===== config.mk =====
export PLATFORM = sky130hd
export DESIGN_NAME = gesture_tempo_estimator_top
export DESIGN_NICKNAME = d
export VERILOG_FILES = /design/src/rtl/gte_pkg.sv /design/src/rtl/gte_ram.sv /design/src/rtl/gte_front.sv /design/src/rtl/gte_queue.sv /design/src/rtl/gte_div.sv /design/src/rtl/gte_back.sv /design/src/rtl/gesture_tempo_estimator_top.sv
export VERILOG_INCLUDE_DIRS = /design/src /design/src/rtl
export SDC_FILE = /design/constraint.sdc
export NUM_CORES = 2
export LEC_CHECK = 0
export BUFFER_PORTS_ARGS = -buffer_cell sky130_fd_sc_hd__buf_2
export CORE_MARGIN = 2
export CORE_UTILIZATION = 30
export CTS_BUF_LIST = sky130_fd_sc_hd__clkbuf_4
export CTS_CLUSTER_SIZE = 24
export DETAILED_ROUTE_END_ITERATION = 7
export PLACE_DENSITY = 0.5
export SLEW_MARGIN = 20
export SYNTH_ARGS = -nofsm -noshare
export SYNTH_HDL_FRONTEND = slang
export SYNTH_SLANG_ARGS = --single-unit
export TNS_END_PERCENT = 1

===== constraint.sdc =====
create_clock -name clk -period 6.2 [get_ports clk]
set_input_delay 0.93 -clock clk [delete_from_list [all_inputs] [get_ports clk]]
set_output_delay 0.93 -clock clk [all_outputs]
set_load 0.03 [all_outputs]

===== src/rtl/gesture_tempo_estimator_top_defines.svh =====
// Assertion macros for the gesture tempo estimator.
// Taken in by the top level only; it depends on nothing else.
`ifndef GESTURE_TEMPO_ESTIMATOR_TOP_DEFINES_SVH
`define GESTURE_TEMPO_ESTIMATOR_TOP_DEFINES_SVH

// Same-cycle implication, checked outside reset.
`define GTE_ASSERT_NOW(label, clk, rst_n, ante, cons) \
    label: assert property (@(posedge clk) disable iff (!rst_n) (ante) |-> (cons)) \
        else $error("gesture tempo estimator check failed");

// Next-cycle implication, checked outside reset.
`define GTE_ASSERT_NEXT(label, clk, rst_n, ante, cons) \
    label: assert property (@(posedge clk) disable iff (!rst_n) (ante) |=> (cons)) \
        else $error("gesture tempo estimator check failed");

`endif


===== src/rtl/gte_pkg.sv =====
// Shared types and constants of the gesture tempo estimator.
// Used by the front end, the queue, the back end and the top level.
package gte_pkg;

    localparam int CFG_INDEX_W = 4;
    localparam int CFG_DATA_W = 16;

    localparam logic [CFG_INDEX_W-1:0] CFG_CHANGE_THRESHOLD = 4'd0;
    localparam logic [CFG_INDEX_W-1:0] CFG_MOTION_DEADBAND = 4'd1;

    localparam logic [15:0] CHANGE_THRESHOLD_RESET = 16'd25;
    localparam logic [7:0] MOTION_DEADBAND_RESET = 8'd1;

    localparam logic [31:0] BPM_NUMERATOR = 32'd60000;

    localparam int QUEUE_DEPTH = 4;

    typedef struct packed {
        logic [15:0] change_threshold;
        logic [7:0] motion_deadband;
    } cfg_t;

    typedef struct packed {
        logic beat_seen;
        logic do_average;
        logic [31:0] interval;
    } queue_entry_t;

endpackage


===== src/rtl/gte_ram.sv =====
// Generic single-write, single-read RAM with a registered read port.
// No dependencies.
module gte_ram #(
    parameter int WIDTH = 32,
    parameter int DEPTH = 8
) (
    input  logic                     clk,
    input  logic                     we,
    input  logic [$clog2(DEPTH)-1:0] waddr,
    input  logic [WIDTH-1:0]         wdata,
    input  logic                     re,
    input  logic [$clog2(DEPTH)-1:0] raddr,
    output logic [WIDTH-1:0]         rdata
);

    logic [WIDTH-1:0] mem_reg [DEPTH];
    logic [WIDTH-1:0] rdata_reg;

    always_ff @(posedge clk)
    begin
        if (we)
        begin
            mem_reg[waddr] <= wdata;
        end
        if (re)
        begin
            rdata_reg <= mem_reg[raddr];
        end
    end

    assign rdata = rdata_reg;

endmodule


===== src/rtl/gte_front.sv =====
// Front end: accepts frames, detects direction reversals and queues the work.
// Depends on gte_pkg.
module gte_front #(
    parameter int SAMPLE_COUNT = 8
) (
    input  logic                  clk,
    input  logic                  rst_n,
    input  gte_pkg::cfg_t         cfg,
    input  logic                  in_valid,
    output logic                  in_ready,
    input  logic signed [15:0]    hand_y,
    input  logic [31:0]           time_ms,
    input  logic                  active,
    input  logic                  queue_full,
    output logic                  push,
    output gte_pkg::queue_entry_t push_entry
);
    import gte_pkg::*;

    localparam int CNT_W = $clog2(SAMPLE_COUNT);
    localparam logic [CNT_W-1:0] LAST_COUNT = CNT_W'(SAMPLE_COUNT - 1);

    logic signed [15:0] prev_y_reg;
    logic moving_down_reg;
    logic [31:0] last_time_reg;
    logic [CNT_W-1:0] count_reg;

    logic signed [16:0] step;
    logic signed [16:0] band_pos;
    logic signed [16:0] band_neg;
    logic reversal;
    logic beat;

    assign step = 17'(hand_y) - 17'(prev_y_reg);
    assign band_pos = $signed({9'b0, cfg.motion_deadband});
    assign band_neg = -band_pos;
    assign reversal = moving_down_reg ? (step > band_pos) : (step < band_neg);
    assign beat = active && reversal;

    assign in_ready = !queue_full;
    assign push = in_valid && in_ready;

    assign push_entry.beat_seen = beat;
    assign push_entry.do_average = beat && (count_reg == LAST_COUNT);
    assign push_entry.interval = time_ms - last_time_reg;

    always_ff @(posedge clk or negedge rst_n)
    begin
        if (!rst_n)
        begin
            prev_y_reg <= '0;
            moving_down_reg <= 1'b0;
            last_time_reg <= '0;
            count_reg <= '0;
        end
        else if (push && active)
        begin
            prev_y_reg <= hand_y;
            if (reversal)
            begin
                moving_down_reg <= !moving_down_reg;
                last_time_reg <= time_ms;
                count_reg <= (count_reg == LAST_COUNT) ? '0 : count_reg + 1'b1;
            end
        end
    end

endmodule


===== src/rtl/gte_queue.sv =====
// Short FIFO that decouples the front end from the back end.
// Depends on gte_pkg.
module gte_queue (
    input  logic                  clk,
    input  logic                  rst_n,
    input  logic                  push,
    input  gte_pkg::queue_entry_t push_entry,
    input  logic                  pop,
    output gte_pkg::queue_entry_t head,
    output logic                  full,
    output logic                  empty
);
    import gte_pkg::*;

    localparam int PTR_W = $clog2(QUEUE_DEPTH);
    localparam int FILL_W = $clog2(QUEUE_DEPTH + 1);
    localparam logic [PTR_W-1:0] LAST_SLOT = PTR_W'(QUEUE_DEPTH - 1);

    queue_entry_t mem_reg [QUEUE_DEPTH];
    logic [PTR_W-1:0] wr_ptr_reg;
    logic [PTR_W-1:0] rd_ptr_reg;
    logic [FILL_W-1:0] fill_reg;

    assign head = mem_reg[rd_ptr_reg];
    assign full = (fill_reg == FILL_W'(QUEUE_DEPTH));
    assign empty = (fill_reg == '0);

    always_ff @(posedge clk)
    begin
        if (push)
        begin
            mem_reg[wr_ptr_reg] <= push_entry;
        end
    end

    always_ff @(posedge clk or negedge rst_n)
    begin
        if (!rst_n)
        begin
            wr_ptr_reg <= '0;
            rd_ptr_reg <= '0;
            fill_reg <= '0;
        end
        else
        begin
            if (push)
            begin
                wr_ptr_reg <= (wr_ptr_reg == LAST_SLOT) ? '0 : wr_ptr_reg + 1'b1;
            end
            if (pop)
            begin
                rd_ptr_reg <= (rd_ptr_reg == LAST_SLOT) ? '0 : rd_ptr_reg + 1'b1;
            end
            if (push && !pop)
            begin
                fill_reg <= fill_reg + 1'b1;
            end
            else if (pop && !push)
            begin
                fill_reg <= fill_reg - 1'b1;
            end
        end
    end

endmodule


===== src/rtl/gte_div.sv =====
// Serial restoring divider, one quotient bit per cycle, 32-bit divisor.
// No dependencies.
module gte_div #(
    parameter int WIDTH = 35
) (
    input  logic             clk,
    input  logic             rst_n,
    input  logic             start,
    input  logic [WIDTH-1:0] dividend,
    input  logic [31:0]      divisor,
    output logic             done,
    output logic [WIDTH-1:0] quotient
);

    localparam int CNT_W = $clog2(WIDTH + 1);

    logic busy_reg;
    logic done_reg;
    logic [CNT_W-1:0] cnt_reg;
    logic [WIDTH-1:0] quo_reg;
    logic [31:0] rem_reg;
    logic [31:0] divisor_reg;

    logic [32:0] trial;
    logic [32:0] diff;
    logic fits;

    assign trial = {rem_reg, quo_reg[WIDTH-1]};
    assign diff = trial - {1'b0, divisor_reg};
    assign fits = (trial >= {1'b0, divisor_reg});

    always_ff @(posedge clk)
    begin
        if (start)
        begin
            quo_reg <= dividend;
            rem_reg <= '0;
            divisor_reg <= divisor;
        end
        else if (busy_reg)
        begin
            quo_reg <= {quo_reg[WIDTH-2:0], fits};
            rem_reg <= fits ? diff[31:0] : trial[31:0];
        end
    end

    always_ff @(posedge clk or negedge rst_n)
    begin
        if (!rst_n)
        begin
            busy_reg <= 1'b0;
            done_reg <= 1'b0;
            cnt_reg <= '0;
        end
        else
        begin
            done_reg <= 1'b0;
            if (start)
            begin
                busy_reg <= 1'b1;
                cnt_reg <= CNT_W'(WIDTH);
            end
            else if (busy_reg)
            begin
                cnt_reg <= cnt_reg - 1'b1;
                if (cnt_reg == CNT_W'(1))
                begin
                    busy_reg <= 1'b0;
                    done_reg <= 1'b1;
                end
            end
        end
    end

    assign done = done_reg;
    assign quotient = quo_reg;

endmodule


===== src/rtl/gte_back.sv =====
// Back end: stores intervals, computes the trimmed mean and tempo, drives results.
// Depends on gte_pkg, gte_ram and gte_div.
module gte_back #(
    parameter int SAMPLE_COUNT = 8
) (
    input  logic                  clk,
    input  logic                  rst_n,
    input  gte_pkg::cfg_t         cfg,
    input  gte_pkg::queue_entry_t head,
    input  logic                  empty,
    output logic                  pop,
    output logic                  out_valid,
    input  logic                  out_ready,
    output logic                  beat_seen,
    output logic                  rate_update,
    output logic [31:0]           beat_interval_ms,
    output logic [15:0]           tempo_bpm
);
    import gte_pkg::*;

    localparam int ADDR_W = $clog2(SAMPLE_COUNT);
    localparam int SUM_W = 32 + $clog2(SAMPLE_COUNT);
    localparam logic [ADDR_W-1:0] LAST_ADDR = ADDR_W'(SAMPLE_COUNT - 1);

    // The mean is the trimmed sum times a rounded-up reciprocal of SAMPLE_COUNT - 2,
    // which is exact for every sum that fits in SUM_W bits.
    localparam int DIV_L = $clog2(SAMPLE_COUNT - 2);
    localparam int RECIP_SHIFT = SUM_W + DIV_L;
    localparam int RECIP_W = SUM_W + 1;
    localparam logic [RECIP_W-1:0] RECIP_M = RECIP_W'(((64'd1 << RECIP_SHIFT)
        + 64'(SAMPLE_COUNT - 3)) / 64'(SAMPLE_COUNT - 2));
    localparam int CHUNK_W = 16;
    localparam int MUL_CHUNKS = (SUM_W + CHUNK_W - 1) / CHUNK_W;
    localparam int MUL_X_W = MUL_CHUNKS * CHUNK_W;
    localparam int PROD_W = MUL_X_W + RECIP_W;
    localparam int MUL_CNT_W = $clog2(MUL_CHUNKS + 1);

    typedef enum logic [8:0] {
        ST_IDLE      = 9'b000000001,
        ST_SCAN      = 9'b000000010,
        ST_DRAIN     = 9'b000000100,
        ST_TRIM      = 9'b000001000,
        ST_AVG_START = 9'b000010000,
        ST_AVG_WAIT  = 9'b000100000,
        ST_CHECK     = 9'b001000000,
        ST_BPM_WAIT  = 9'b010000000,
        ST_FINISH    = 9'b100000000
    } state_t;

    state_t state_reg;
    state_t state_next;

    logic [ADDR_W-1:0] wr_ptr_reg;
    logic [ADDR_W-1:0] addr_reg;
    logic rd_vld_reg;
    logic rd_first_reg;
    logic [31:0] max_reg;
    logic [31:0] min_reg;
    logic [SUM_W-1:0] sum_reg;
    logic [31:0] avg_reg;
    logic [31:0] prev_avg_reg;
    logic update_reg;
    logic [15:0] bpm_reg;
    logic [MUL_X_W-1:0] mul_x_reg;
    logic [PROD_W-1:0] mul_acc_reg;
    logic [MUL_CNT_W-1:0] mul_cnt_reg;

    logic out_valid_reg;
    logic beat_seen_reg;
    logic rate_update_reg;
    logic [31:0] interval_reg;
    logic [15:0] tempo_reg;

    logic slot_free;
    logic ram_we;
    logic [31:0] rdata;
    logic [SUM_W-1:0] trimmed;
    logic [32:0] upper;
    logic [31:0] lower;
    logic update;
    logic div_start;
    logic div_done;
    logic [15:0] div_quotient;
    logic [CHUNK_W+RECIP_W-1:0] mul_part;
    logic [PROD_W-1:0] mul_acc_next;
    logic mul_last;
    logic load_simple;
    logic load_final;

    assign slot_free = !out_valid_reg || out_ready;
    assign pop = (state_reg == ST_IDLE) && !empty && (head.do_average || slot_free);
    assign ram_we = pop && head.beat_seen;
    assign load_simple = pop && !head.do_average;
    assign load_final = (state_reg == ST_FINISH) && slot_free;

    assign trimmed = sum_reg - ((max_reg == min_reg) ? '0 : SUM_W'(min_reg));
    assign upper = {1'b0, prev_avg_reg} + {17'b0, cfg.change_threshold};
    assign lower = prev_avg_reg - {16'b0, cfg.change_threshold};
    assign update = (({1'b0, avg_reg} > upper) || (avg_reg < lower)) && (avg_reg != '0);

    assign mul_part = {{RECIP_W{1'b0}}, mul_x_reg[MUL_X_W-1 -: CHUNK_W]}
        * {{CHUNK_W{1'b0}}, RECIP_M};
    assign mul_acc_next = {mul_acc_reg[PROD_W-CHUNK_W-1:0], {CHUNK_W{1'b0}}}
        + PROD_W'(mul_part);
    assign mul_last = (mul_cnt_reg == MUL_CNT_W'(1));

    assign div_start = (state_reg == ST_CHECK) && update;

    gte_ram #(
        .WIDTH(32),
        .DEPTH(SAMPLE_COUNT)
    ) u_store (
        .clk(clk),
        .we(ram_we),
        .waddr(wr_ptr_reg),
        .wdata(head.interval),
        .re(state_reg == ST_SCAN),
        .raddr(addr_reg),
        .rdata(rdata)
    );

    gte_div #(
        .WIDTH(16)
    ) u_div (
        .clk(clk),
        .rst_n(rst_n),
        .start(div_start),
        .dividend(BPM_NUMERATOR[15:0]),
        .divisor(avg_reg),
        .done(div_done),
        .quotient(div_quotient)
    );

    always_comb
    begin
        state_next = state_reg;
        unique case (state_reg)
            ST_IDLE:
            begin
                if (pop && head.do_average)
                begin
                    state_next = ST_SCAN;
                end
            end
            ST_SCAN:
            begin
                if (addr_reg == LAST_ADDR)
                begin
                    state_next = ST_DRAIN;
                end
            end
            ST_DRAIN:
            begin
                state_next = ST_TRIM;
            end
            ST_TRIM:
            begin
                state_next = ST_AVG_START;
            end
            ST_AVG_START:
            begin
                state_next = ST_AVG_WAIT;
            end
            ST_AVG_WAIT:
            begin
                if (mul_last)
                begin
                    state_next = ST_CHECK;
                end
            end
            ST_CHECK:
            begin
                state_next = update ? ST_BPM_WAIT : ST_FINISH;
            end
            ST_BPM_WAIT:
            begin
                if (div_done)
                begin
                    state_next = ST_FINISH;
                end
            end
            ST_FINISH:
            begin
                if (slot_free)
                begin
                    state_next = ST_IDLE;
                end
            end
            default:
            begin
                state_next = ST_IDLE;
            end
        endcase
    end

    always_ff @(posedge clk)
    begin
        if (state_reg == ST_IDLE)
        begin
            addr_reg <= '0;
        end
        else if (state_reg == ST_SCAN)
        begin
            addr_reg <= addr_reg + 1'b1;
        end
        rd_first_reg <= (addr_reg == '0);

        if (rd_vld_reg)
        begin
            if (rd_first_reg)
            begin
                max_reg <= rdata;
                min_reg <= rdata;
                sum_reg <= SUM_W'(rdata);
            end
            else
            begin
                if (rdata > max_reg)
                begin
                    max_reg <= rdata;
                end
                if (rdata < min_reg)
                begin
                    min_reg <= rdata;
                end
                sum_reg <= sum_reg + SUM_W'(rdata);
            end
        end
        else if (state_reg == ST_TRIM)
        begin
            sum_reg <= sum_reg - SUM_W'(max_reg);
        end

        if (state_reg == ST_AVG_START)
        begin
            mul_x_reg <= MUL_X_W'(trimmed);
            mul_acc_reg <= '0;
            mul_cnt_reg <= MUL_CNT_W'(MUL_CHUNKS);
        end
        else if (state_reg == ST_AVG_WAIT)
        begin
            mul_x_reg <= {mul_x_reg[MUL_X_W-CHUNK_W-1:0], {CHUNK_W{1'b0}}};
            mul_acc_reg <= mul_acc_next;
            mul_cnt_reg <= mul_cnt_reg - 1'b1;
        end

        if ((state_reg == ST_AVG_WAIT) && mul_last)
        begin
            avg_reg <= mul_acc_next[RECIP_SHIFT +: 32];
        end
        if (state_reg == ST_CHECK)
        begin
            update_reg <= update;
        end
        if ((state_reg == ST_BPM_WAIT) && div_done)
        begin
            bpm_reg <= div_quotient;
        end

        if (load_simple)
        begin
            beat_seen_reg <= head.beat_seen;
            rate_update_reg <= 1'b0;
            interval_reg <= '0;
            tempo_reg <= '0;
        end
        else if (load_final)
        begin
            beat_seen_reg <= 1'b1;
            rate_update_reg <= update_reg;
            interval_reg <= update_reg ? avg_reg : '0;
            tempo_reg <= update_reg ? bpm_reg : '0;
        end
    end

    always_ff @(posedge clk or negedge rst_n)
    begin
        if (!rst_n)
        begin
            state_reg <= ST_IDLE;
            wr_ptr_reg <= '0;
            rd_vld_reg <= 1'b0;
            prev_avg_reg <= '0;
            out_valid_reg <= 1'b0;
        end
        else
        begin
            state_reg <= state_next;
            rd_vld_reg <= (state_reg == ST_SCAN);
            if (ram_we)
            begin
                wr_ptr_reg <= head.do_average ? '0 : wr_ptr_reg + 1'b1;
            end
            if (state_reg == ST_CHECK)
            begin
                prev_avg_reg <= avg_reg;
            end
            if (out_ready)
            begin
                out_valid_reg <= 1'b0;
            end
            if (load_simple || load_final)
            begin
                out_valid_reg <= 1'b1;
            end
        end
    end

    assign out_valid = out_valid_reg;
    assign beat_seen = beat_seen_reg;
    assign rate_update = rate_update_reg;
    assign beat_interval_ms = interval_reg;
    assign tempo_bpm = tempo_reg;

endmodule


===== src/rtl/gesture_tempo_estimator_top.sv =====
// Gesture tempo estimator, top level; depends on gte_pkg, gte_front, gte_queue,
// gte_back and the assertion macros in gesture_tempo_estimator_top_defines.svh.
// Frames enter on in_valid/in_ready with hand_y, time_ms and active; every request
// yields exactly one result on out_valid/out_ready, in order. Inactive frames and
// frames without a reversal give an all-zero result; a reversal sets beat_seen.
// The configuration channel (cfg_valid/cfg_ready, cfg_index, cfg_data) is always
// ready; write it only while the block is idle. Unknown indexes are ignored.
// A frame that does not complete a set of intervals is registered in the queue
// and the output register; such frames pass at one per cycle while the back end
// is idle and the receiver is ready. The frame that completes a set makes one
// pass over the interval RAM at one word a cycle, a three-step multiply by the
// reciprocal of SAMPLE_COUNT - 2 for the mean and, for a new tempo, a serial
// divide of 16 quotient bits. Later frames wait meanwhile in a four-entry queue.
// Reset clears the tracking state and the previous average and loads the register
// defaults; the interval RAM needs no clearing. When the receiver stalls, the
// result is held, the queue fills, and in_ready drops once it is full.
module gesture_tempo_estimator_top #(
    parameter int SAMPLE_COUNT = 8
) (
    input  logic                                 clk,
    input  logic                                 rst_n,
    input  logic                                 in_valid,
    output logic                                 in_ready,
    input  logic signed [15:0]                   hand_y,
    input  logic [31:0]                          time_ms,
    input  logic                                 active,
    output logic                                 out_valid,
    input  logic                                 out_ready,
    output logic                                 beat_seen,
    output logic                                 rate_update,
    output logic [31:0]                          beat_interval_ms,
    output logic [15:0]                          tempo_bpm,
    input  logic                                 cfg_valid,
    output logic                                 cfg_ready,
    input  logic [gte_pkg::CFG_INDEX_W-1:0]      cfg_index,
    input  logic [gte_pkg::CFG_DATA_W-1:0]       cfg_data
);
    import gte_pkg::*;

    `include "gesture_tempo_estimator_top_defines.svh"

    cfg_t cfg_reg;
    logic push;
    logic pop;
    logic queue_full;
    logic queue_empty;
    queue_entry_t push_entry;
    queue_entry_t head;

    assign cfg_ready = 1'b1;

    always_ff @(posedge clk or negedge rst_n)
    begin
        if (!rst_n)
        begin
            cfg_reg.change_threshold <= CHANGE_THRESHOLD_RESET;
            cfg_reg.motion_deadband <= MOTION_DEADBAND_RESET;
        end
        else if (cfg_valid && cfg_ready)
        begin
            unique case (cfg_index)
                CFG_CHANGE_THRESHOLD:
                begin
                    cfg_reg.change_threshold <= cfg_data;
                end
                CFG_MOTION_DEADBAND:
                begin
                    cfg_reg.motion_deadband <= cfg_data[7:0];
                end
                default:
                begin
                    cfg_reg <= cfg_reg;
                end
            endcase
        end
    end

    gte_front #(
        .SAMPLE_COUNT(SAMPLE_COUNT)
    ) u_front (
        .clk(clk),
        .rst_n(rst_n),
        .cfg(cfg_reg),
        .in_valid(in_valid),
        .in_ready(in_ready),
        .hand_y(hand_y),
        .time_ms(time_ms),
        .active(active),
        .queue_full(queue_full),
        .push(push),
        .push_entry(push_entry)
    );

    gte_queue u_queue (
        .clk(clk),
        .rst_n(rst_n),
        .push(push),
        .push_entry(push_entry),
        .pop(pop),
        .head(head),
        .full(queue_full),
        .empty(queue_empty)
    );

    gte_back #(
        .SAMPLE_COUNT(SAMPLE_COUNT)
    ) u_back (
        .clk(clk),
        .rst_n(rst_n),
        .cfg(cfg_reg),
        .head(head),
        .empty(queue_empty),
        .pop(pop),
        .out_valid(out_valid),
        .out_ready(out_ready),
        .beat_seen(beat_seen),
        .rate_update(rate_update),
        .beat_interval_ms(beat_interval_ms),
        .tempo_bpm(tempo_bpm)
    );

    `GTE_ASSERT_NOW(a_update_needs_beat, clk, rst_n, out_valid && rate_update, beat_seen)
    `GTE_ASSERT_NOW(a_update_nonzero, clk, rst_n, out_valid && rate_update,
        beat_interval_ms != 32'd0)
    `GTE_ASSERT_NOW(a_quiet_result_zero, clk, rst_n, out_valid && !rate_update,
        beat_interval_ms == 32'd0 && tempo_bpm == 16'd0)
    `GTE_ASSERT_NEXT(a_result_held, clk, rst_n, out_valid && !out_ready,
        out_valid && $stable(beat_interval_ms) && $stable(tempo_bpm))

endmodule

==> impl_metrics.json <==
{
  "timing.critical_path.fanout_max": 5,
  "wl_mm": 151,
  "synth_async_reset_ratio": 0.144,
  "post_synth.cell_area_avg_um2": 11.3,
  "worstPathRequired_ps": 7150,
  "die_h_um": 442,
  "port_buffers": 125,
  "row_count": 160,
  "first_pass_iters": 5,
  "switching_share_of_total_power": 0.387,
  "cts_num_sinks": 946,
  "synthSimpleGateAreaFrac": 0.0906,
  "worst_setup_hold_path_clk_slew_ps": 70,
  "finalCriticalPeriod_ps": 6550,
  "finalCritPeriodShare": 1.06,
  "totalNegativeSetupSlack_ps": -9690,
  "synthXorXnorAreaFrac": 0.0455,
  "clock_skews_ps": 167,
  "final_nets": 6390,
  "synth_top_area_share": 0.334,
  "yosys.area.top_type": "edfxtp_1",
  "syn_inst": 5068,
  "failed_checks": "setup timing",
  "worstSetupPathType": "reg -> reg",
  "power.static_leakage_uw": 0.0289,
  "status": "complete, but fails checks",
  "gp_congestion": 0.865,
  "clock_tree_from_tritoncts": "yes",
  "setup.reg_to_reg.worst_slack_ps": -350,
  "drv.max_cap_violation_count": 0,
  "grt_start_max_net_pins": 121,
  "die_w_um": 442,
  "ff2ff_path_depth": 27,
  "io_pins": 127,
  "synth_mux_area_frac": 0.0669,
  "max-slew-margin-rel": 0.290,
  "yosys_register_bits": 946,
  "drt-initial-drc-count": 1901,
  "area_of_the_core_region_mm2": 0.190,
  "rsz0062_at_grt": "yes",
  "grt_usage": 0.153,
  "number_of_flip_flops_under_the_largest_register_name": 256,
  "globalRouteOverflowTotal": 0,
  "synth_fp_nets": 5822,
  "power_frac_comb": 0.470,
  "final_layout_size_suffix_gt1_frac": 0.204,
  "fmax_ghz": 0.153,
  "antenna_left": 0,
  "first_global_vias": 41600,
  "place_hpwl_mm": 109,
  "postSynth.topFlopCell": "edfxtp_1",
  "post-route-drc-count": 0,
  "crit-reg2reg-launch": "u_back.mul_x_reg[33]",
  "ir_drop_mv": 0.206,
  "htreeDepth": 5,
  "synth.distinct_cells": 97,
  "pre_cts_ws_ps": -701,
  "syn2layout_area_growth_pct": 17.5,
  "worst_setup_path_start": "u_back.mul_x_reg[33]",
  "cts-buffers-inserted": 290,
  "clockPowerShare": 0.208,
  "timing_worst_slew_pin_value_ps": 1060,
  "avgRoutedWirePerCell_um": 18.0,
  "netlist_area_pre_place_mm2": 0.0575,
  "vias_per_cell": 4.83,
  "p_int_uw": 18000,
  "synth-seq-area-share": 0.453,
  "cp_data_arrival_time_ps": 7510,
  "cts_buffer_depth": 4,
  "via_count": 40300,
  "cp-start-kind": "flip-flop",
  "final_hold_viols": 0,
  "setup_viol_count_final": 46,
  "clock_tree_root": "clkbuf_4",
  "worst_hold_slack_ps": 266,
  "post_synth_main_area_contributors": "edfxtp_1 33%, ha_1 11%, dfxtp_1 5.9%, dfrtp_1 5.7%, fa_1 5.4%",
  "initial_core_util": 0.302,
  "totalPowerFinal_uw": 29400,
  "clock_latency_ps": 1230,
  "slew_violations": 0,
  "synth_edf_count": 640,
  "synth_top_family_by_area": "adder cells",
  "final.setup.worst_slack_ps": -353,
  "synth_warnings": 0,
  "synth-adder-area-share": 0.168,
  "power_frac_seq": 0.321,
  "hp-class": "in -> async",
  "synth_compound_gate_area_share": 0.128,
  "die-area_mm2": 0.195,
  "antenna_violations_before_repair": 6,
  "power.density_mw_per_mm2": 436,
  "power_switching_uw": 11400,
  "timing.critical_path.to_type": "flip-flop",
  "grt_pass1_wl_mm": 237
}
[area by class of cell]
| cell class | count | area (um^2) |
|---|---|---|
| sequential | 946 | 26000 |
| inverter | 570 | 2150 |
| clock inverter | 65 | 419 |
| tap | 2511 | 3140 |
| timing repair buffer | 432 | 3210 |
| fill | 19000 | 123000 |
| antenna | 5 | 12.5 |
| clock buffer | 418 | 3140 |
| multi-input combinational | 3396 | 29500 |
[synth_stat cells, drive strengths merged (44+ instances only)]
library cell / n
clkbuf: 131
xnor2: 176
a21oi: 227
o21a: 48
xor2: 123
nor2: 249
mux4: 98
nor2b: 50
a22o: 85
nand3: 71
dfxtp: 170
o21ai: 255
edfxtp: 640
a21o: 139
ha: 524
inv: 570
and3: 44
dfrtp: 131
nand2b: 63
a211oi: 58
nand4: 63
nand2: 331
mux2: 110
fa: 156
nor3: 73
[worst paths after layout]
check | to
max in group asynchronous | u_front.last_time_reg[11]
min in group clk | u_back.out_valid
max | u_back.avg_reg[28]
max reg2reg | u_back.avg_reg[28]
min reg2reg | u_back.mul_x_reg[47]
min | u_front.last_time_reg[21]
[critical path: stages (launching register included)]
cell and delay [ps]:
edfxtp_1 430, ha_4 310, inv_4 40, fa_1 540
inv_2 50, buf_4 130, buf_4 120, buf_4 120
buf_4 120, buf_4 130, fa_1 470, ha_1 300
inv_2 40, fa_1 480, inv_2 40, fa_1 490
ha_4 310, and3_4 180, and3_4 170, a22oi_1 70
buf_4 170, a2111oi_4 480, nor2_4 140, o31ai_4 330
a41o_4 300, a21oi_4 90, nand2b_4 160, xnor2_2 120
[metal layers]
metal,GRT usage,share of wire,vias to the layer above
met5,0,0.00021,-
met4,0.0506,0.025,4
met3,0.0266,0.038,260
met2,0.256,0.48,712
met1,0.200,0.46,19600
li1,-,-,19700
[cell families (layout without fill, tap and decap cells)]
group	after synthesis	in the layout
flops	946	946
xor+xnor	299	299
compound gates	1094	1094
fa+ha+maj	680	680
simple gates	1074	1074
other cells	1	6
mux	248	248
buf+inv	726	1485
[through the flow]
step / utilization / cells / instance area, um^2
floorplan: - / 5068 / 57700
global placement: 0.330 / 7775 / 62800
CTS: 0.353 / 8332 / 67300
finish: 0.355 / 8343 / 67600
global route: 0.355 / 8343 / 67600
detailed placement: 0.330 / 7775 / 62800
[power groups by stage]
| stage | Clock [uW] | Sequential, uW | Combinational (uW) |
|---|---|---|---|
| floorplan | 0 | 9250 | 9400 |
| global placement | 0 | 9580 | 13300 |
| detailed placement | 0 | 9610 | 13400 |
| CTS | 6420 | 9480 | 13700 |
| global route | 6730 | 9590 | 15500 |
| finish | 6130 | 9460 | 13800 |
[placed cells by master (no fill, tap or decap), types with 14 or more instances in the layout]
master	instances
a211oi_1	49
a21o_1	139
a21oi_1	213
a22o_1	85
a311oi_1	15
a31oi_1	29
and2_1	15
and3_1	35
buf_2	124
buf_4	228
clkbuf_4	418
clkinv_1	41
clkinv_2	14
dfrtp_1	128
dfxtp_1	167
dlygate4sd3_1	68
edfxtp_1	640
fa_1	153
ha_1	511
inv_1	558
mux2_2	104
mux2i_1	40
mux4_2	98
nand2_1	327
nand2b_1	61
nand3_1	69
nand4_1	63
nor2_1	235
nor2b_1	49
nor3_1	65
nor4_1	35
o211ai_1	35
o21a_1	48
o21ai_0	235
o21bai_1	30
o31ai_1	17
or2_2	16
xnor2_1	174
xor2_1	122
[repair_timing]
action                                  in CTS  in global routing
pin swaps                                   34                 39
endpoints found under the hold margin      211                  0
gates resized for setup                     42                 46
hold buffers                                68                  0
buffers inserted                             7                  6
endpoints found under the setup margin      57                140
No activity file was read; power rests on OpenSTA's default activity.
